==> src/sv/edf_pkg.sv <==
package edf_pkg;

  // task slots in the register map and tasks that actually take part
  localparam int TASK_SLOTS  = 8;
  localparam int NUM_TASKS   = 8;
  localparam int TASK_IDX_W  = 3;
  localparam int CFG_INDEX_W = 4;
  localparam int CFG_DATA_W  = 64;

  localparam int TIME_W   = 32;
  localparam int BUDGET_W = 16;
  localparam int SPAN_W   = 24;

  // flips the sign bit so a signed distance orders as unsigned
  localparam logic [TIME_W-1:0] KEY_FLIP = {1'b1, {(TIME_W-1){1'b0}}};

  // packed register layout: deadline 63:40, period 39:16, execution time 15:0
  typedef struct packed {
    logic [SPAN_W-1:0]   rel_deadline;
    logic [SPAN_W-1:0]   period;
    logic [BUDGET_W-1:0] exec_time;
  } task_cfg_t;

  typedef struct packed {
    logic fire;
    logic restart;
    logic run;
  } task_ctl_t;

  typedef struct packed {
    logic              eligible;
    logic [TIME_W-1:0] key;
  } task_status_t;

  typedef struct packed {
    logic                  found;
    logic [TASK_IDX_W-1:0] idx;
  } pick_t;

endpackage

==> src/sv/edf_task.sv <==
module edf_task (
  input  logic                        clk,
  input  logic                        rst,
  input  edf_pkg::task_cfg_t          cfg,
  input  edf_pkg::task_ctl_t          ctl,
  input  logic [edf_pkg::TIME_W-1:0]  now_eff,
  output edf_pkg::task_status_t       status
);
  import edf_pkg::*;

  logic [BUDGET_W-1:0] budget;
  logic [TIME_W-1:0]   next_release;
  logic [TIME_W-1:0]   abs_deadline;

  logic [BUDGET_W-1:0] cur_budget;
  logic [TIME_W-1:0]   cur_release;
  logic [TIME_W-1:0]   cur_deadline;
  logic                enabled;
  logic                release_now;
  logic [BUDGET_W-1:0] budget_rel;

  logic [BUDGET_W-1:0] budget_next;
  logic [TIME_W-1:0]   next_release_next;
  logic [TIME_W-1:0]   abs_deadline_next;

  always_comb begin
    cur_budget   = ctl.restart ? '0 : budget;
    cur_release  = ctl.restart ? '0 : next_release;
    cur_deadline = ctl.restart ? '0 : abs_deadline;

    enabled     = (cfg.exec_time != '0) && (cfg.period != '0);
    release_now = enabled && (cur_release == now_eff);
    budget_rel  = release_now ? cfg.exec_time : cur_budget;

    status.eligible = enabled && (budget_rel != '0);
    // a fresh release is exactly rel_deadline ahead of now
    if (release_now) begin
      status.key = {1'b1, {(TIME_W-SPAN_W-1){1'b0}}, cfg.rel_deadline};
    end else begin
      status.key = (cur_deadline - now_eff) ^ KEY_FLIP;
    end

    budget_next       = ctl.run ? (budget_rel - BUDGET_W'(1)) : budget_rel;
    next_release_next = release_now ? (now_eff + TIME_W'(cfg.period)) : cur_release;
    abs_deadline_next = release_now ? (now_eff + TIME_W'(cfg.rel_deadline)) : cur_deadline;
  end

  always_ff @(posedge clk) begin
    if (rst) begin
      budget       <= '0;
      next_release <= '0;
      abs_deadline <= '0;
    end else if (ctl.fire) begin
      budget       <= budget_next;
      next_release <= next_release_next;
      abs_deadline <= abs_deadline_next;
    end
  end

endmodule

==> config.mk <==
export PLATFORM = sky130hd
export DESIGN_NAME = edf_task
export DESIGN_NICKNAME = d
export VERILOG_FILES = /design/src/sv/edf_pkg.sv /design/src/sv/edf_task.sv
export SDC_FILE = /design/constraint.sdc
export NUM_CORES = 1
export LEC_CHECK = 0
export BUFFER_PORTS_ARGS = -buffer_cell sky130_fd_sc_hd__buf_2
export CAP_MARGIN = 10
export CORE_MARGIN = 4
export CORE_UTILIZATION = 23
export CTS_CLUSTER_SIZE = 12
export DETAILED_ROUTE_END_ITERATION = 6
export HOLD_SLACK_MARGIN = 0.15
export SYNTH_ARGS = -nofsm -noshare
export SYNTH_HDL_FRONTEND = slang
export SYNTH_SLANG_ARGS = --single-unit
==> constraint.sdc <==
create_clock -name clk -period 5.4 [get_ports clk]
set_input_delay 0.54 -clock clk [delete_from_list [all_inputs] [get_ports clk]]
set_output_delay 0.54 -clock clk [all_outputs]
set_load 0.05 [all_outputs]
* After elaboration in Yosys (flattened, before gate mapping)
Index checks and enable logic that the tools add are counted.
Operators by class: $add $sub $neg 4, $mul 0, div/mod/pow operators 0, $lt $le $gt $ge 0, equal/unequal tests 1, shift-type cells 0, muxes and demuxes 8, bitwise gates (word level) 1, reductions and logical operators 6
Operator list (number):
- $mux W32 | 5
- $add A32 B24 Y32 | 2
- $mux W16 | 3
- $eq A32 B32 Y1 | 1
- $reduce_bool A16 Y1 | 2
- $sub A32 B32 Y32 | 1
- $reduce_bool A24 Y1 | 1
- $sub A16 B1 Y16 const B | 1
- $logic_and A1 B1 Y1 | 3
- $not A1 Y1 | 1
Word-level totals: register bits 80, bits in latches 0, bits in writable memories 0, memory bits (read-only) 0, input bits 101, output and inout port bits 33, logic and storage cells 23, memories 0

* Longest topological paths before layout
depth after elaboration 6, gate-level depth with buffers 21, mapped depth without buffers 17

* Least setup slack after synthesis
OpenSTA, ideal clock, no wires.
path kind input -> output, from in ctl[1] (netlist name), to out status[28] (netlist name), arrival 4703 ps, data required time 4860 ps, path slack 157 ps, stages 16, path buffers 6, path through buf_2 > buf_2 > buf_1 > clkbuf_1 > clkbuf_1 > clkbuf_1 > nor2b_1 > ha_1 > nand2_1 > o31a_1 > a31o_2 > a21oi_1 > a21oi_1 > a21boi_0 > nor3_1 > nor3_1
RTL lines:
- start: declaration | line edf_task.sv:5 | input edf_pkg::task_ctl_t ctl,
- end: declaration | line edf_task.sv:7 | output edf_pkg::task_status_t status

==> out/metrics.csv <==
stage;metric;value;unit
job;maxCapViolCount;0;
global_route;grt_util_met1;19.43;%
clock_network;post_cts_buffers;0;
clock_network;numCtsBuffers;9;
routing;initialDrtViolationCount;563;
critical_path;endpoint_kind;output pin;
critical_path;required;4.86;ns
cells_and_area;area_delta_synth_final;16.48;%
global_route;grtUsageMet2;25.35;%
sta;final-hold-violation-count;0;
routing;detail_route.wl_per_cell;16.95;um
critical_path;cp-start-kind;input pin;
place;dp_hpwl;24.91;mm
sta;setup_tns;0;ns
sta;fmax;214.1;MHz
synthesis;synth_area;0.008738;mm2
synthesis;ys_seq_area_share;18.33;%
critical_path;path_class;in2out;
routing;first_pass_iters;5;
critical_path;worst-r2r-setup-slack;1.62;ns
clock_network;cts.sinks;80;
synthesis;yosysUniqueCellTypes;75;
die;die_area;0.04117;mm2
global_route;grt_pass1_wl;48.45;mm
clock_network;root_buffer;clkbuf_16;
clock_network;post_cts_resized;0;
die;io_pins;134;
sta;relSlewSlack;50.52;%
die;fp.coreArea;0.03758;mm2
sta;setup_viol_count_final;0;
place;numPortBuffers;133;
cells_and_area;drive_gt1_share;13.82;%
clock_network;path_clk_slew;0.06;ns
global_route;overflow;0;
die;start_util;23.25;%
clock_network;clk_latency;0.35;ns
global_route;use_met3;1.996;%
synthesis;ys_warn_count;0;
synthesis;ys.flop_type;dfxtp_1;
synthesis;ys_seq_elements;80;
sta;finalCriticalPeriod;4.672;ns
sta;fin_crit_sh;86.51;%
critical_path;worstPathArrival;4.13;ns
global_route;antenna_found_initial;3;
clock_network;clock_path_buffers;2;
sta;tightest_slew;0.7235;ns
hold_path;hold_class;reg2reg;
clock_network;htreeDepth;3;
global_route;grt_pass1_vias;8799;
power_and_ir_drop;powerDensity;189.0;mW/mm2
clock_network;hold_buffers;0;
synthesis;syn_avg_cell_area;7.246;um2
routing;via_count;9025;
die;die_w;202.9;um
cells_and_area;fin_util;27.09;%
sta;rsz0062_at_grt;no;
synthesis;synthArstFlopShare;0;%
die;die_height;202.9;um
routing;drc;0;
run_status;status;finished clean;
power_and_ir_drop;ir_drop;0.1422;mV
synthesis;synth_cells;1206;
sta;slew_violations;0;
clock_network;cts_tree;done;
routing;avgViaCountPerCell;4.953;
global_route;grt_max_degree;57;
place;place_congestion;0.8759;
global_route;track_usage;14.65;%
synthesis;synth_fp_nets;1390;
synthesis;synth_edf_count;0;
routing;antenna_left;0;
sta;finClkSkew;0.01217;ns
die;rows;71;
critical_path;path_max_fanout;30;
routing;routed_wl;30.89;mm
global_route;busiest_layer;met2;
cells_and_area;fin_nets;1489;
power_and_ir_drop;p_leak;4.221;nW
## cell families after synthesis
kind of cell | count (synthesis) | synth area share (%)
compound gates | 373 | 27.92
xor+xnor | 106 | 10.62
fa+ha+maj | 83 | 12.14
buf+inv | 116 | 5.656
flops | 80 | 18.33
mux | 12 | 1.589
simple gates | 436 | 23.74
## sequential cells by signal (all words and copies together) (netlist names)
name and cells:
budget 16, abs_deadline 32, next_release 32
## power by group
| group | switching [mW] | total (mW) | internal (mW) |
|---|---|---|---|
| clock network | 0.290 | 0.667 | 0.378 |
| logic | 0.408 | 0.650 | 0.242 |
| registers | 0.00792 | 0.607 | 0.599 |
## Yosys cell counts (all sizes together) (4+ instances only)
master	n	share of area, %
or3	7	0.50
a21oi	78	4.5
nor2b	42	3.0
nand4	10	0.72
o211ai	5	0.43
o21ai	101	5.9
nor2	149	6.4
and3	10	0.72
a211o	5	0.50
xnor2	78	7.8
a31oi	19	1.4
nor3	30	1.7
o21bai	5	0.43
o31ai	5	0.49
ha	80	11
a41oi	6	0.60
mux2	6	0.90
nand2	116	5.0
o21a	14	1.2
o22ai	6	0.50
buf	23	1.7
a21o	32	2.7
nand3	18	1.0
mux2i	6	0.69
a211oi	15	1.3
a221oi	4	0.54
dfxtp	80	18
o32ai	13	1.3
nor4	8	0.57
clkbuf	31	1.3
nand2b	16	1.1
inv	62	2.7
a22oi	37	3.2
xor2	28	2.8
nor4bb	11	1.3
## through the flow
| stage | std cells | setup slack, ns | hold WS (ns) | total power [mW] | instance area [um2] |
|---|---|---|---|---|---|
| after floorplan | 1206 | 0.1567 | 0.4173 | 1.073 | 8738 |
| after global placement | 1805 | 0.7090 | 0.4272 | 1.261 | 9863 |
| after detailed placement | 1805 | 0.6769 | 0.4370 | 1.267 | 9863 |
| after CTS | 1821 | 0.6751 | 0.4522 | 1.936 | 10180 |
| after global routing | 1822 | 0.4493 | 0.4761 | 2.024 | 10180 |
| final | 1822 | 0.7283 | 0.4488 | 1.924 | 10180 |
## final timing paths
check                           cells past startpoint             start               end
worst min register to register                      2  abs_deadline[31]  abs_deadline[31]
worst max register to register                     15   next_release[8]         budget[8]
worst max-delay path                               14            ctl[1]        status[31]
worst min-delay path                                2  abs_deadline[31]  abs_deadline[31]
## critical path, stage by stage
cell	delay, ns
buf_2	0.47
nor2b_1	0.11
ha_1	0.38
and4_1	0.25
and3_1	0.20
a32oi_1	0.16
o211ai_1	0.21
a211oi_1	0.67
o21a_1	0.22
o211ai_1	0.09
a31oi_1	0.24
xnor2_1	0.12
nand2_1	0.15
buf_2	0.29
## area by class of cell
class,count,area (um2)
clock buffers,10,239.0
fillers,4134,27400
repair buffers,142,745.7
diodes,1,2.502
flip-flops and latches,80,1602
multi-input cells,1010,6644
well taps,511,639.4
inverters,62,232.7
clock inverters,6,73.82
## cell usage in the layout (no fill, tap or decap), types with 4 or more instances in the layout
cell type,synthesis,routed
inv_1,62,62
ha_1,80,80
a22oi_1,37,37
nand4_1,10,10
buf_4,0,8
xor2_1,28,28
nand3_1,18,18
nor3_1,30,30
a21oi_1,77,77
o32ai_1,13,13
nor2_1,149,149
nor4_1,8,8
a211oi_1,14,14
xnor2_1,78,78
a31oi_1,19,19
o21bai_1,5,5
nor4bb_1,11,11
nand2_1,116,116
dfxtp_1,80,80
clkbuf_16,0,9
nand2b_1,16,16
a41oi_1,6,6
o22ai_1,5,5
a211o_1,5,5
o211ai_1,5,5
o21ai_0,97,97
buf_2,17,133
o31ai_1,4,4
mux2i_1,6,6
o21a_1,14,14
and3_1,10,10
a21o_1,32,32
nor2b_1,42,42
or3_1,7,7
## per-layer routing
metal | vias to the layer above | routed length (um)
li1 | 4549 | -
met1 | 4199 | 14210
met2 | 232 | 14700
met3 | 41 | 1377
met4 | 4 | 563
met5 | - | 27
No activity file was read; power rests on OpenSTA's default activity.
