`src/sv/edf_pkg.sv`:
```
package edf_pkg;

  // task slots in the register map and tasks that actually take part
  localparam int TASK_SLOTS  = 8;
  localparam int NUM_TASKS   = 8;
  localparam int TASK_IDX_W  = 3;
  localparam int CFG_INDEX_W = 4;
  localparam int CFG_DATA_W  = 64;

  localparam int TIME_W   = 32;
  localparam int BUDGET_W = 16;
  localparam int SPAN_W   = 24;

  // flips the sign bit so a signed distance orders as unsigned
  localparam logic [TIME_W-1:0] KEY_FLIP = {1'b1, {(TIME_W-1){1'b0}}};

  // packed register layout: deadline 63:40, period 39:16, execution time 15:0
  typedef struct packed {
    logic [SPAN_W-1:0]   rel_deadline;
    logic [SPAN_W-1:0]   period;
    logic [BUDGET_W-1:0] exec_time;
  } task_cfg_t;

  typedef struct packed {
    logic fire;
    logic restart;
    logic run;
  } task_ctl_t;

  typedef struct packed {
    logic              eligible;
    logic [TIME_W-1:0] key;
  } task_status_t;

  typedef struct packed {
    logic                  found;
    logic [TASK_IDX_W-1:0] idx;
  } pick_t;

endpackage

```
`src/sv/edf_arbiter.sv`:
```
module edf_arbiter (
  input  edf_pkg::task_status_t status [edf_pkg::TASK_SLOTS],
  output edf_pkg::pick_t        pick
);
  import edf_pkg::*;

  localparam int NODES = 2 * TASK_SLOTS;

  typedef struct packed {
    logic                  found;
    logic [TIME_W-1:0]     key;
    logic [TASK_IDX_W-1:0] idx;
  } node_t;

  node_t node [1:NODES-1];

  // left side holds the lower indexes and wins a tie
  function automatic node_t merge(input node_t a, input node_t b);
    node_t r;
    if (a.found && (!b.found || a.key <= b.key)) begin
      r = a;
    end else begin
      r = b;
    end
    return r;
  endfunction

  always_comb begin
    for (int i = 0; i < TASK_SLOTS; i++) begin
      node[TASK_SLOTS + i].found = status[i].eligible;
      node[TASK_SLOTS + i].key   = status[i].key;
      node[TASK_SLOTS + i].idx   = TASK_IDX_W'(i);
    end
    for (int n = TASK_SLOTS - 1; n >= 1; n--) begin
      node[n] = merge(node[2*n], node[2*n+1]);
    end
    pick.found = node[1].found;
    pick.idx   = node[1].idx;
  end

endmodule

```
`config.mk`:
```
export PLATFORM = sky130hd
export DESIGN_NAME = edf_arbiter
export DESIGN_NICKNAME = d
export VERILOG_FILES = /design/src/sv/edf_pkg.sv /design/src/sv/edf_arbiter.sv
export SDC_FILE = /design/constraint.sdc
export NUM_CORES = 1
export LEC_CHECK = 0
export BUFFER_PORTS_ARGS = -buffer_cell sky130_fd_sc_hd__clkbuf_2
export CORE_MARGIN = 5
export CORE_UTILIZATION = 54
export DETAILED_ROUTE_END_ITERATION = 7
export PLACE_DENSITY_LB_ADDON = 0.3
export SLEW_MARGIN = 20
export SYNTH_ARGS = -nofsm -noshare
export SYNTH_HDL_FRONTEND = slang
export SYNTH_SLANG_ARGS = --single-unit
```
`constraint.sdc`:
```
create_clock -name vclk -period 8.89
set_clock_uncertainty 0.05 [all_clocks]
set_input_delay 0.889 -clock vclk [all_inputs]
set_output_delay 0.889 -clock vclk [all_outputs]
set_load 0.005 [all_outputs]
```
-- Word-level counts from Yosys, hierarchy flattened
Cells that the tools add are included.
- word-level logic and storage cells: 35
- bits of input ports: 264
- register bits after elaboration: 0
- reductions and logical operators: 21
- mux-type cells: 7
- order comparisons: 7
- operators with widths (kind ; number):
    36-bit 2-to-1 mux ; 7
    32-bit <= comparator ; 7
    1-bit logical AND ; 7
    1-bit zero test ; 7
    1-bit logical OR ; 7

-- Depth between registers and ports, before layout
Gate-level depths: netlist (run 1).
- depth after elaboration: 12
- gate-level depth with buffers: 28

-- Least setup slack after synthesis (run 1)
No wires, ideal clock.
- kind: input port to output port
- from: in status[1] (netlist name)
- to: out pick[0] (netlist name)
- setup slack: 1.268 ns
- buffers on the path: 2
- cell stages on the path: 25
- arrival: 6.683 ns
- cells stage by stage: inv_1 > ha_1 > nor2b_1 > o211ai_1 > a21oi_1 > or4_4 > a311oi_4 > buf_6 > mux2i_1 > ha_1 > a21oi_1 > nand2_1 > a221o_1 > o311ai_0 > nand3_1 > buf_1 > mux2_2 > ha_1 > nor2b_1 > o21a_1 > o21ai_0 > a2111oi_0 > nor3_1 > o211ai_1 > mux2_2
- RTL lines (what ; line ; text):
    from (decl) ; edf_arbiter.sv:2 ; input edf_pkg::task_status_t status [edf_pkg::TASK_SLOTS],
    to (decl) ; edf_arbiter.sv:3 ; output edf_pkg::pick_t pick

==> results of run 1 <==
-- layout make-up --
cell class         count  area share
inverters            194     0.07763
well taps            184     0.02454
repair buffers       279      0.1558
multi-input cells    784      0.7420
-- cell usage after synthesis (6+ instances only) --
cell,instances
sky130_fd_sc_hd__ha_1,224
sky130_fd_sc_hd__inv_1,194
sky130_fd_sc_hd__mux2i_1,161
sky130_fd_sc_hd__a21oi_1,86
sky130_fd_sc_hd__nand4_1,52
sky130_fd_sc_hd__nand2_1,40
sky130_fd_sc_hd__mux2_2,33
sky130_fd_sc_hd__o21ai_0,26
sky130_fd_sc_hd__a21o_1,22
sky130_fd_sc_hd__nand3_1,20
sky130_fd_sc_hd__nor2_1,13
sky130_fd_sc_hd__nand2b_1,11
sky130_fd_sc_hd__buf_2,9
sky130_fd_sc_hd__nor3_1,8
sky130_fd_sc_hd__nor4_1,8
sky130_fd_sc_hd__nor2b_1,7
sky130_fd_sc_hd__o211ai_1,7
sky130_fd_sc_hd__a221oi_1,6
sky130_fd_sc_hd__buf_4,6
sky130_fd_sc_hd__or4_1,6
-- placed cells by master (no fill, tap or decap), types with 3 or more instances in the layout --
| master | count |
|---|---|
| sky130_fd_sc_hd__mux2_2 | 33 |
| sky130_fd_sc_hd__buf_12 | 3 |
| sky130_fd_sc_hd__nand2b_1 | 11 |
| sky130_fd_sc_hd__o21ai_1 | 3 |
| sky130_fd_sc_hd__o211ai_1 | 7 |
| sky130_fd_sc_hd__ha_1 | 224 |
| sky130_fd_sc_hd__nor2b_1 | 7 |
| sky130_fd_sc_hd__a21oi_1 | 86 |
| sky130_fd_sc_hd__buf_4 | 8 |
| sky130_fd_sc_hd__o21ai_0 | 26 |
| sky130_fd_sc_hd__a21o_1 | 22 |
| sky130_fd_sc_hd__nor3_1 | 8 |
| sky130_fd_sc_hd__nand4_1 | 52 |
| sky130_fd_sc_hd__or3_1 | 3 |
| sky130_fd_sc_hd__clkbuf_2 | 268 |
| sky130_fd_sc_hd__a21boi_0 | 3 |
| sky130_fd_sc_hd__a211oi_1 | 3 |
| sky130_fd_sc_hd__a2111o_1 | 3 |
| sky130_fd_sc_hd__nor2_1 | 13 |
| sky130_fd_sc_hd__a31oi_1 | 5 |
| sky130_fd_sc_hd__nor3b_2 | 3 |
| sky130_fd_sc_hd__a221oi_1 | 6 |
| sky130_fd_sc_hd__or4_1 | 6 |
| sky130_fd_sc_hd__nor4_1 | 8 |
| sky130_fd_sc_hd__nand2_1 | 40 |
| sky130_fd_sc_hd__a311oi_1 | 3 |
| sky130_fd_sc_hd__inv_1 | 194 |
| sky130_fd_sc_hd__mux2i_1 | 161 |
| sky130_fd_sc_hd__nand3_1 | 20 |
-- kinds of logic after synthesis --
family,after synthesis
simple gates,179
mux,194
compound gates,187
fa+ha+maj,224
buf+inv,216
-- worst paths after layout --
check / slack (ps) / cells after the start / endpoint
min: 2140 / 4 / pick[3]
max: 340 / 26 / pick[0]
-- per-layer routing --
metal	GRT usage	vias up	wire length [um]
li1	-	4195	-
met1	0.3388	3643	10530
met2	0.4680	259	10820
met3	0.03275	28	1656
met4	0.03606	0	319
met5	0	-	0
-- power breakdown --
group          total, mW  internal (mW)  switching (mW)  leakage (nW)
Clock                  0              0               0             0
Sequential             0              0               0             0
Combinational      0.655          0.305           0.350          5.57
-- metrics by stage --
stage	power [mW]	cells
detailed placement	0.6505	1441
floorplan	0.4399	1000
global route	0.7373	1441
global placement	0.6335	1441
CTS	0.6536	1441
finish	0.6552	1441
-- timing repair --
action | CTS | global route
setup endpoints to repair | 0 | 2
setup buffers | 0 | 0
resized for setup | 0 | 1
==> metrics.cfg, run 1 <==
[critical_path]
crit_path_arrival_time_ps=7610
end_kind=output pin
cp_data_required_time_ps=7950
start_kind=input port
master_of_the_slowest_instance_on_the_critical_path=sky130_fd_sc_hd__or4_1
critPathLaunch=status[77]
path_buf_inv=6
critical_path_peak_fanout=32
crit_type=input port to output pin
critical-path-max-stage-delay_ps=600
timing.critical_path.max_delay_family=simple AND/OR/NAND/NOR gates

[routing]
route.final.wire_length_mm=23.32
final_antenna_net_count=0
wl_per_cell_um=16.19
drc_errors_left=0
avgViaCountPerCell=5.638
num_vias=8125
detail_route.iter0.violations=271
drt_first_pass_iters=7

[logic_synthesis]
synthDistinctLibCells=51
synth_xor_xnor_area_share=0
syn_area_um2=7812
synth_area_leader_cell=sky130_fd_sc_hd__ha_1
yosysSeqAreaShare=0
dominant_combinational_cell_family_by_area_after_synthesis=adder cells
synthCells=1000
synth.net_count=1488
share_of_synthesized_cell_area_in_full_adder_half_adder_and_majority_cells=0.3587
yosys_synthesis_warning_count=0
synth_largest_type_area_fraction=0.3587
synth_compound_area_frac=0.1499
synth_area_leaders=sky130_fd_sc_hd__ha_1 36%, sky130_fd_sc_hd__mux2i_1 21%, sky130_fd_sc_hd__inv_1 9.3%
synth.avg_cell_area_um2=7.812
synthMuxAreaShare=0.2538
simple_gate_fraction_of_synth_area=0.1265

[floorplan]
coreArea_um2=14370
rows=44
initial_core_util=0.5437
die_width_um=130.3
ioPinCount=268
die_h_um=130.3
die_area_um2=16970

[final_layout]
layout_cells_sized_above_1=0.2570
inserted_diodes=0
final_core_util=0.6528
area_of_the_multi_input_gates_um2=6960
final-seq-area_um2=0
clock_buffer_count=0
fill_cells=1254
syn2layout_area_growth_pct=20.07
final_nets=1747
seq_cell_count=0
finalInstanceArea_um2=9380

[min_path]
min_path_type=input port to output pin
hold_path.startpoint=status[32]

[timing]
max-slew-margin-rel=0.6184
setup-tns-final_ps=0
post-route-period-util=0.9615
finalHoldWorstSlack_ps=2139
timing_max_transition_violations_final=0
setup-violations-final=0
tightestPinTransition_ps=567.2
final_hold_violation_count=0
layout_min_cycle_time_ps=8548
max_freq_mhz=117.0
setup_ws_ps=342.2
grt_setup_unrepaired=no

[placed_design]
io_buffer_count=268
detailed_place.area_um2=9380
hpwlAfterDp_mm=21.61
dp_slack_ps=200.9
gp_routability_congestion=0.9438

[job]
max_capacitance_violation_total=0

[grt]
grt-ovfl-total=0
grt_util_overall=0.2602
grt_start_max_net_pins=34
first_global_vias=7912
grt_antenna_before_repair=0
global_route_wire_length_before_repair_mm=36.21

[power]
ir_worst_vdd_mv=0.04299
power-per-cell-area_nw_per_um2=69.85
total_leakage_power_nw=5.572

[status]
outcome=completed

[clock_network]
count_of_hold_buffers_inserted_by_post_cts_repair=0

(Power assumes the default switching activity.)
==> inputs of run 2 (changes only) <==
- ABC_AREA: default -> 1
- CORE_UTILIZATION: 54 -> 55
==> run 2 against run 1 <==
Fmax is 8.5% higher. Area after synthesis is 11% higher. Routed wire length is 16% higher. Largest power group unchanged. Count of clock-buffer cells in the layout stayed put.
==> metrics.cfg, run 2 <==
[final_layout]
final_nets=2195  ; was 1747
clock_buffer_count=0  ; unchanged
seq_cell_count=0  ; unchanged
inserted_diodes=0  ; unchanged
layout_cells_sized_above_1=0.1754  ; was 0.2570
post_layout_nonfiller_instances=1921  ; was 1441
syn2layout_area_growth_pct=15.70  ; was 20.07%
fill_cells=1554  ; was 1254
final_cell_mix=428 x sky130_fd_sc_hd__nand2_1, 268 x sky130_fd_sc_hd__clkbuf_2, 224 x sky130_fd_sc_hd__ha_1  ; was 268 x sky130_fd_sc_hd__clkbuf_2, 224 x sky130_fd_sc_hd__ha_1, 194 x sky130_fd_sc_hd__inv_1
final-seq-area_um2=0  ; unchanged
area_of_the_multi_input_gates_um2=7735  ; was 6960 um^2
mostFrequentLayoutCell=sky130_fd_sc_hd__nand2_1  ; was sky130_fd_sc_hd__clkbuf_2

[grt]
globalRouteMet3Util=0.02377  ; was 0.03275
grt_antenna_before_repair=0  ; unchanged
grt-ovfl-total=0  ; unchanged
global_route_wire_length_before_repair_mm=43.80  ; was 36.21 mm
global_routing_met1_resource_utilization=0.3588  ; was 0.3388
grt_start_max_net_pins=39  ; was 34
met2_usage=0.4912  ; was 0.4680
first_global_vias=9870  ; was 7912
globalRoute.busiestLayer=met2  ; unchanged
grt_util_overall=0.2813  ; was 0.2602

[critical_path]
crit_path_arrival_time_ps=6940  ; was 7610 ps
master_of_the_slowest_instance_on_the_critical_path=sky130_fd_sc_hd__nand2_2  ; was sky130_fd_sc_hd__or4_1
start_kind=input port  ; unchanged
critical-path-max-stage-delay_ps=520  ; was 600 ps
critPathLaunch=status[229]  ; was status[77]
cpMostUsedCell=sky130_fd_sc_hd__nand2_1
cp_data_required_time_ps=7950  ; about the same
worstSetupEndpoint=pick[1]  ; was pick[0]
end_kind=output pin  ; unchanged
crit_type=input port to output pin  ; unchanged
critical_path_peak_fanout=33  ; was 32

[min_path]
min_path_type=input port to output pin  ; unchanged
hold_path.startpoint=status[32]  ; unchanged

[timing]
final_hold_violation_count=0  ; unchanged
tightestPinTransition_ps=814.2  ; was 567.2 ps
layout_min_cycle_time_ps=7877  ; was 8548 ps
setup_ws_ps=1013  ; was 342.2 ps
max-slew-margin-rel=0.4572  ; was 0.6184
max_freq_mhz=126.9  ; was 117.0 MHz
timing_max_transition_violations_final=0  ; unchanged
grt_setup_unrepaired=no  ; unchanged
setup-tns-final_ps=0  ; unchanged
setup-violations-final=0  ; unchanged
post-route-period-util=0.8861  ; was 0.9615

[floorplan]
die_h_um=135.7  ; was 130.3 um
die_width_um=135.7  ; was 130.3 um
initial_core_util=0.5534  ; was 0.5437
rows=46  ; was 44
ioPinCount=268  ; unchanged
die_area_um2=18430  ; was 16970 um^2
coreArea_um2=15710  ; was 14370 um^2

[clock_network]
count_of_hold_buffers_inserted_by_post_cts_repair=0  ; unchanged
cts_resized=0  ; unchanged
cts_setup_buffers=0  ; unchanged

[logic_synthesis]
synth_largest_type_area_fraction=0.3223  ; was 0.3587
synth_area_leader_cell=sky130_fd_sc_hd__ha_1  ; unchanged
yosysSeqAreaShare=0  ; unchanged
syn_area_um2=8696  ; was 7812 um^2
synthCells=1483  ; was 1000
netlist_top_cells_count=428 x sky130_fd_sc_hd__nand2_1, 224 x sky130_fd_sc_hd__ha_1, 173 x sky130_fd_sc_hd__inv_1  ; was 224 x sky130_fd_sc_hd__ha_1, 194 x sky130_fd_sc_hd__inv_1, 161 x sky130_fd_sc_hd__mux2i_1
yosysMostFrequentCell=sky130_fd_sc_hd__nand2_1  ; was sky130_fd_sc_hd__ha_1
synthDistinctLibCells=33  ; was 51
synth.avg_cell_area_um2=5.864  ; was 7.812 um^2
yosys_synthesis_warning_count=0  ; unchanged
synth.net_count=1971  ; was 1488
synth_area_leaders=sky130_fd_sc_hd__ha_1 32%, sky130_fd_sc_hd__nand2_1 18%, sky130_fd_sc_hd__nand3_1 9.6%  ; was sky130_fd_sc_hd__ha_1 36%, sky130_fd_sc_hd__mux2i_1 21%, sky130_fd_sc_hd__inv_1 9.3%

[power]
p_switching_mw=0.4572  ; was 0.3505 mW
ir_worst_vdd_mv=0.03290  ; was 0.04299 mV
share_seq_of_total_power=0  ; about the same
switching_share=0.5954  ; was 0.5349
total_leakage_power_nw=6.126  ; was 5.572 nW
power_report.internal_total_mw=0.3106  ; was 0.3048 mW
power.combinational.fraction=1.000  ; about the same
power_frac_clock=0  ; about the same
power-per-cell-area_nw_per_um2=76.33  ; was 69.85 nW/um^2

[routing]
avgViaCountPerCell=5.393  ; was 5.638
route.final.wire_length_mm=27.04  ; was 23.32 mm
num_vias=10360  ; was 8125
drt_first_pass_iters=5  ; was 7
final_antenna_net_count=0  ; unchanged
drc_errors_left=0  ; unchanged
wl_per_cell_um=14.07  ; was 16.19 um
detail_route.iter0.violations=762  ; was 271

[placed_design]
dp_slack_ps=1283  ; was 200.9 ps
io_buffer_count=268  ; unchanged
dpl.cell_count=1921  ; was 1441
gp_routability_congestion=0.9319  ; was 0.9438
hpwlAfterDp_mm=23.47  ; was 21.61 mm

[job]
max_capacitance_violation_total=0  ; unchanged

[status]
outcome=completed  ; unchanged

## run 2: cell types whose count changed after synthesis, moves of 33 or more
| cell | before | now |
|---|---|---|
| sky130_fd_sc_hd__and2_1 | 0 | 64 |
| sky130_fd_sc_hd__mux2_2 | 33 | 0 |
| sky130_fd_sc_hd__mux2i_1 | 161 | 0 |
| sky130_fd_sc_hd__nand2_1 | 40 | 428 |
| sky130_fd_sc_hd__nand3_1 | 20 | 167 |
| sky130_fd_sc_hd__nand3b_1 | 0 | 63 |
| sky130_fd_sc_hd__nor2_1 | 13 | 66 |
## run 2: cell type report
cell class         instances  share of cell area
well taps                216             0.02686
multi-input cells       1257              0.7688
inverters                173             0.06454
repair buffers           275              0.1398
## run 2: worst min-delay path by stage
| stage | end | slack, ps | depth (start not counted) |
|---|---|---|---|
| after floorplan | pick[3] | 1820 | 2 |
| after global placement | pick[3] | 2100 | 4 |
| after detailed placement | pick[3] | 2100 | 4 |
| after CTS | pick[3] | 2100 | 4 |
| after global routing | pick[3] | 2120 | 4 |
| final | pick[3] | 2100 | 4 |
## run 2: through the flow
stage / hold slack, ps / cell area [um^2] / power (mW) / utilization
after floorplan: 1823 / 8696 / 0.5452 / -
after global placement: 2103 / 10060 / 0.7425 / 0.6403
after detailed placement: 2101 / 10060 / 0.7605 / 0.6403
after CTS: 2103 / 10060 / 0.7650 / 0.6403
after global routing: 2120 / 10060 / 0.8854 / 0.6403
final: 2096 / 10060 / 0.7679 / 0.6403
## run 2: worst max-delay path: cells and delay by family
kind                     cells  cell delay [ps]
AND/OR/NAND/NOR             22             3280
AO/OA/AOI/OAI                7             1180
adder cells (fa/ha/maj)      3              910
buffers and inverters        4              640
## run 2: cells by family (layout without fill, tap and decap cells)
kind of cell,after synthesis,after routing,share of synthesized area
buf+inv,226,448,0.1105
fa+ha+maj,224,224,0.3223
compound gates,194,194,0.1189
simple gates,839,839,0.4483
## run 2: power by group through the flow
stage	clock network, mW	registers, mW	logic, mW
3_5_place_dp	0	0	0.761
4_1_cts	0	0	0.765
3_3_place_gp	0	0	0.743
6_report	0	0	0.768
5_1_grt	0	0	0.885
2_1_floorplan	0	0	0.545
## run 2: routing by layer
layer / vias to the layer above / part of all wire / wire [um]
met1: 4477 / 0.43 / 11540
met5: - / 0 / 0
met4: 0 / 0.042 / 1128
met3: 73 / 0.070 / 1898
met2: 401 / 0.46 / 12470
li1: 5409 / - / -
==> inputs of run 3 (changes only) <==
- CORE_UTILIZATION: 55 -> 50
- GPL_TIMING_DRIVEN: default -> 0
- clock period: 8.89 -> 6.8 ns (I/O delays scaled with it)
==> run 3 against run 2 <==
Global-route usage shrank 1.0 points. Die area rose by 9.2%. Via count up 3.4%. Critical path depth up 4. Total power increased by 40%. Setup slack got worse by 690 ps. Final cell count grew 2.9%. Utilization shrank 3.1 points. Non-clock buffer count increased by 47. Worst hold slack worse by 390 ps. Flip-flop and latch count is the same.
==> metrics.cfg, run 3 (synthesis results as in run 2) <==
[routing]
wl_per_cell_um=14.64  ; was 14.07 um
route.final.wire_length_mm=28.94  ; was 27.04 mm
num_vias=10720  ; was 10360
drt_first_pass_iters=5  ; unchanged
avgViaCountPerCell=5.421  ; was 5.393
final_antenna_net_count=0  ; unchanged
drc_errors_left=0  ; unchanged
detail_route.iter0.violations=713  ; was 762

[critical_path]
critical_path_peak_fanout=10  ; was 33
cpMostUsedCell=sky130_fd_sc_hd__nand2_1  ; unchanged
path_buf_inv=5  ; was 4
crit_type=input port to output pin  ; unchanged
end_kind=output pin  ; unchanged
master_of_the_slowest_instance_on_the_critical_path=sky130_fd_sc_hd__ha_1  ; was sky130_fd_sc_hd__nand2_2
start_kind=input port  ; unchanged
timing.critical_path.max_delay_family=simple AND/OR/NAND/NOR gates  ; unchanged
critical-path-max-stage-delay_ps=290  ; was 520 ps
crit_path_arrival_time_ps=5750  ; was 6940 ps
cp_data_required_time_ps=6070  ; was 7950 ps

[final_layout]
final-seq-area_um2=0  ; unchanged
seq_cell_count=0  ; unchanged
mostFrequentLayoutCell=sky130_fd_sc_hd__nand2_1  ; unchanged
clock_buffer_count=0  ; unchanged
syn2layout_area_growth_pct=20.42  ; was 15.70%
inserted_diodes=0  ; unchanged
final_nets=2242  ; was 2195
final_core_util=0.6096  ; was 0.6403
final_cell_mix=425 x sky130_fd_sc_hd__nand2_1, 266 x sky130_fd_sc_hd__clkbuf_2, 224 x sky130_fd_sc_hd__ha_1  ; was 428 x sky130_fd_sc_hd__nand2_1, 268 x sky130_fd_sc_hd__clkbuf_2, 224 x sky130_fd_sc_hd__ha_1
fill_cells=1746  ; was 1554
layout_cells_sized_above_1=0.1958  ; was 0.1754

[power]
switching_share=0.5860  ; was 0.5954
p_switching_mw=0.6284  ; was 0.4572 mW
total_leakage_power_nw=6.312  ; was 6.126 nW
share_seq_of_total_power=0  ; about the same
power-per-cell-area_nw_per_um2=102.4  ; was 76.33 nW/um^2
ir_worst_vdd_mv=0.06067  ; was 0.03290 mV
power_report.internal_total_mw=0.4438  ; was 0.3106 mW
power.combinational.fraction=1.000  ; about the same
design_power_total_mw=1.072  ; was 0.7679 mW
power_frac_clock=0  ; about the same

[timing]
post-route-period-util=0.9532
max-slew-margin-rel=0.5597  ; was 0.4572
timing_max_transition_violations_final=0  ; unchanged
setup-violations-final=0  ; unchanged
tightestPinTransition_ps=660.5  ; was 814.2 ps
finalHoldWorstSlack_ps=1709  ; was 2096 ps
final_hold_violation_count=0  ; unchanged
layout_min_cycle_time_ps=6482
max_freq_mhz=154.3

[floorplan]
coreArea_um2=17180  ; was 15710 um^2
die_h_um=141.9  ; was 135.7 um
die_area_um2=20130  ; was 18430 um^2
initial_core_util=0.5063  ; was 0.5534
die_width_um=141.9  ; was 135.7 um
ioPinCount=268  ; unchanged
rows=48  ; was 46

[min_path]
whs_endpoint=pick[3]  ; unchanged
hold_path.startpoint=status[32]  ; unchanged
min_path_type=input port to output pin  ; unchanged
hold_depth=4  ; unchanged

[status]
outcome=completed  ; unchanged

[grt]
grt_util_overall=0.2709  ; was 0.2813
met2_usage=0.4675  ; was 0.4912
globalRoute.busiestLayer=met2  ; unchanged
global_route_wire_length_before_repair_mm=45.68  ; was 43.80 mm
first_global_vias=10080  ; was 9870
global_routing_met1_resource_utilization=0.3623  ; was 0.3588
globalRouteMet3Util=0.02359  ; was 0.02377
grt_antenna_before_repair=0  ; unchanged
grt_start_max_net_pins=11  ; was 39
grt-ovfl-total=0  ; unchanged

[placed_design]
hpwlAfterDp_mm=25.75  ; was 23.47 mm
gp_routability_congestion=0.9678  ; was 0.9319
io_buffer_count=264  ; was 268

[job]
max_capacitance_violation_total=0  ; unchanged

[run 3: routing by layer]
metal	vias to the layer above	wire [um]
li1	5497	-
met5	-	0
met3	60	2098
met2	389	13300
met4	0	881
met1	4771	12660
[run 3: what timing repair did]
action | 4_1_cts | 5_1_grt
hold buffers | 0 | 0
pin swaps | 1 | 5
buffers inserted | 0 | 5
setup endpoints to repair | 2 | 3
resized for setup | 1 | 55
[run 3: final cells by class]
type,instances,area [um^2],area share
Multi-Input combinational cell,1257,7796,0.7445
Buffer,53,385.4,0.03680
Timing Repair Buffer,269,1359,0.1298
Tap cell,225,281.5,0.02688
Inverter,173,649.4,0.06201
[run 3: metrics by stage]
stage / cell area, um^2 / instances / setup slack (ps) / TNS [ps]
4_1_cts: 10310 / 1972 / 24.72 / 0
2_1_floorplan: 8696 / 1483 / 1478 / 0
5_1_grt: 10470 / 1977 / -9.848 / -16.55
6_report: 10470 / 1977 / 318.5 / 0
3_5_place_dp: 10300 / 1972 / -49.97 / -64.63
3_3_place_gp: 10300 / 1972 / -48.10 / -84.71
[run 3: worst max-delay path by stage]
stage / start / to / slack (ps) / cells after the start
after floorplan: status[29] / pick[1] / 1480 / 33
after global routing: status[227] / pick[1] / -10 / 35
after detailed placement: status[229] / pick[1] / -50 / 33
final: status[229] / pick[0] / 320 / 40
after global placement: status[229] / pick[1] / -50 / 33
after CTS: status[229] / pick[1] / 20 / 33
[run 3: power groups by stage]
stage	clock (mW)	combinational, mW	sequential [mW]
finish	0	1.07	0
floorplan	0	0.713	0
detailed placement	0	1.03	0
global placement	0	1.00	0
global route	0	1.22	0
CTS	0	1.04	0
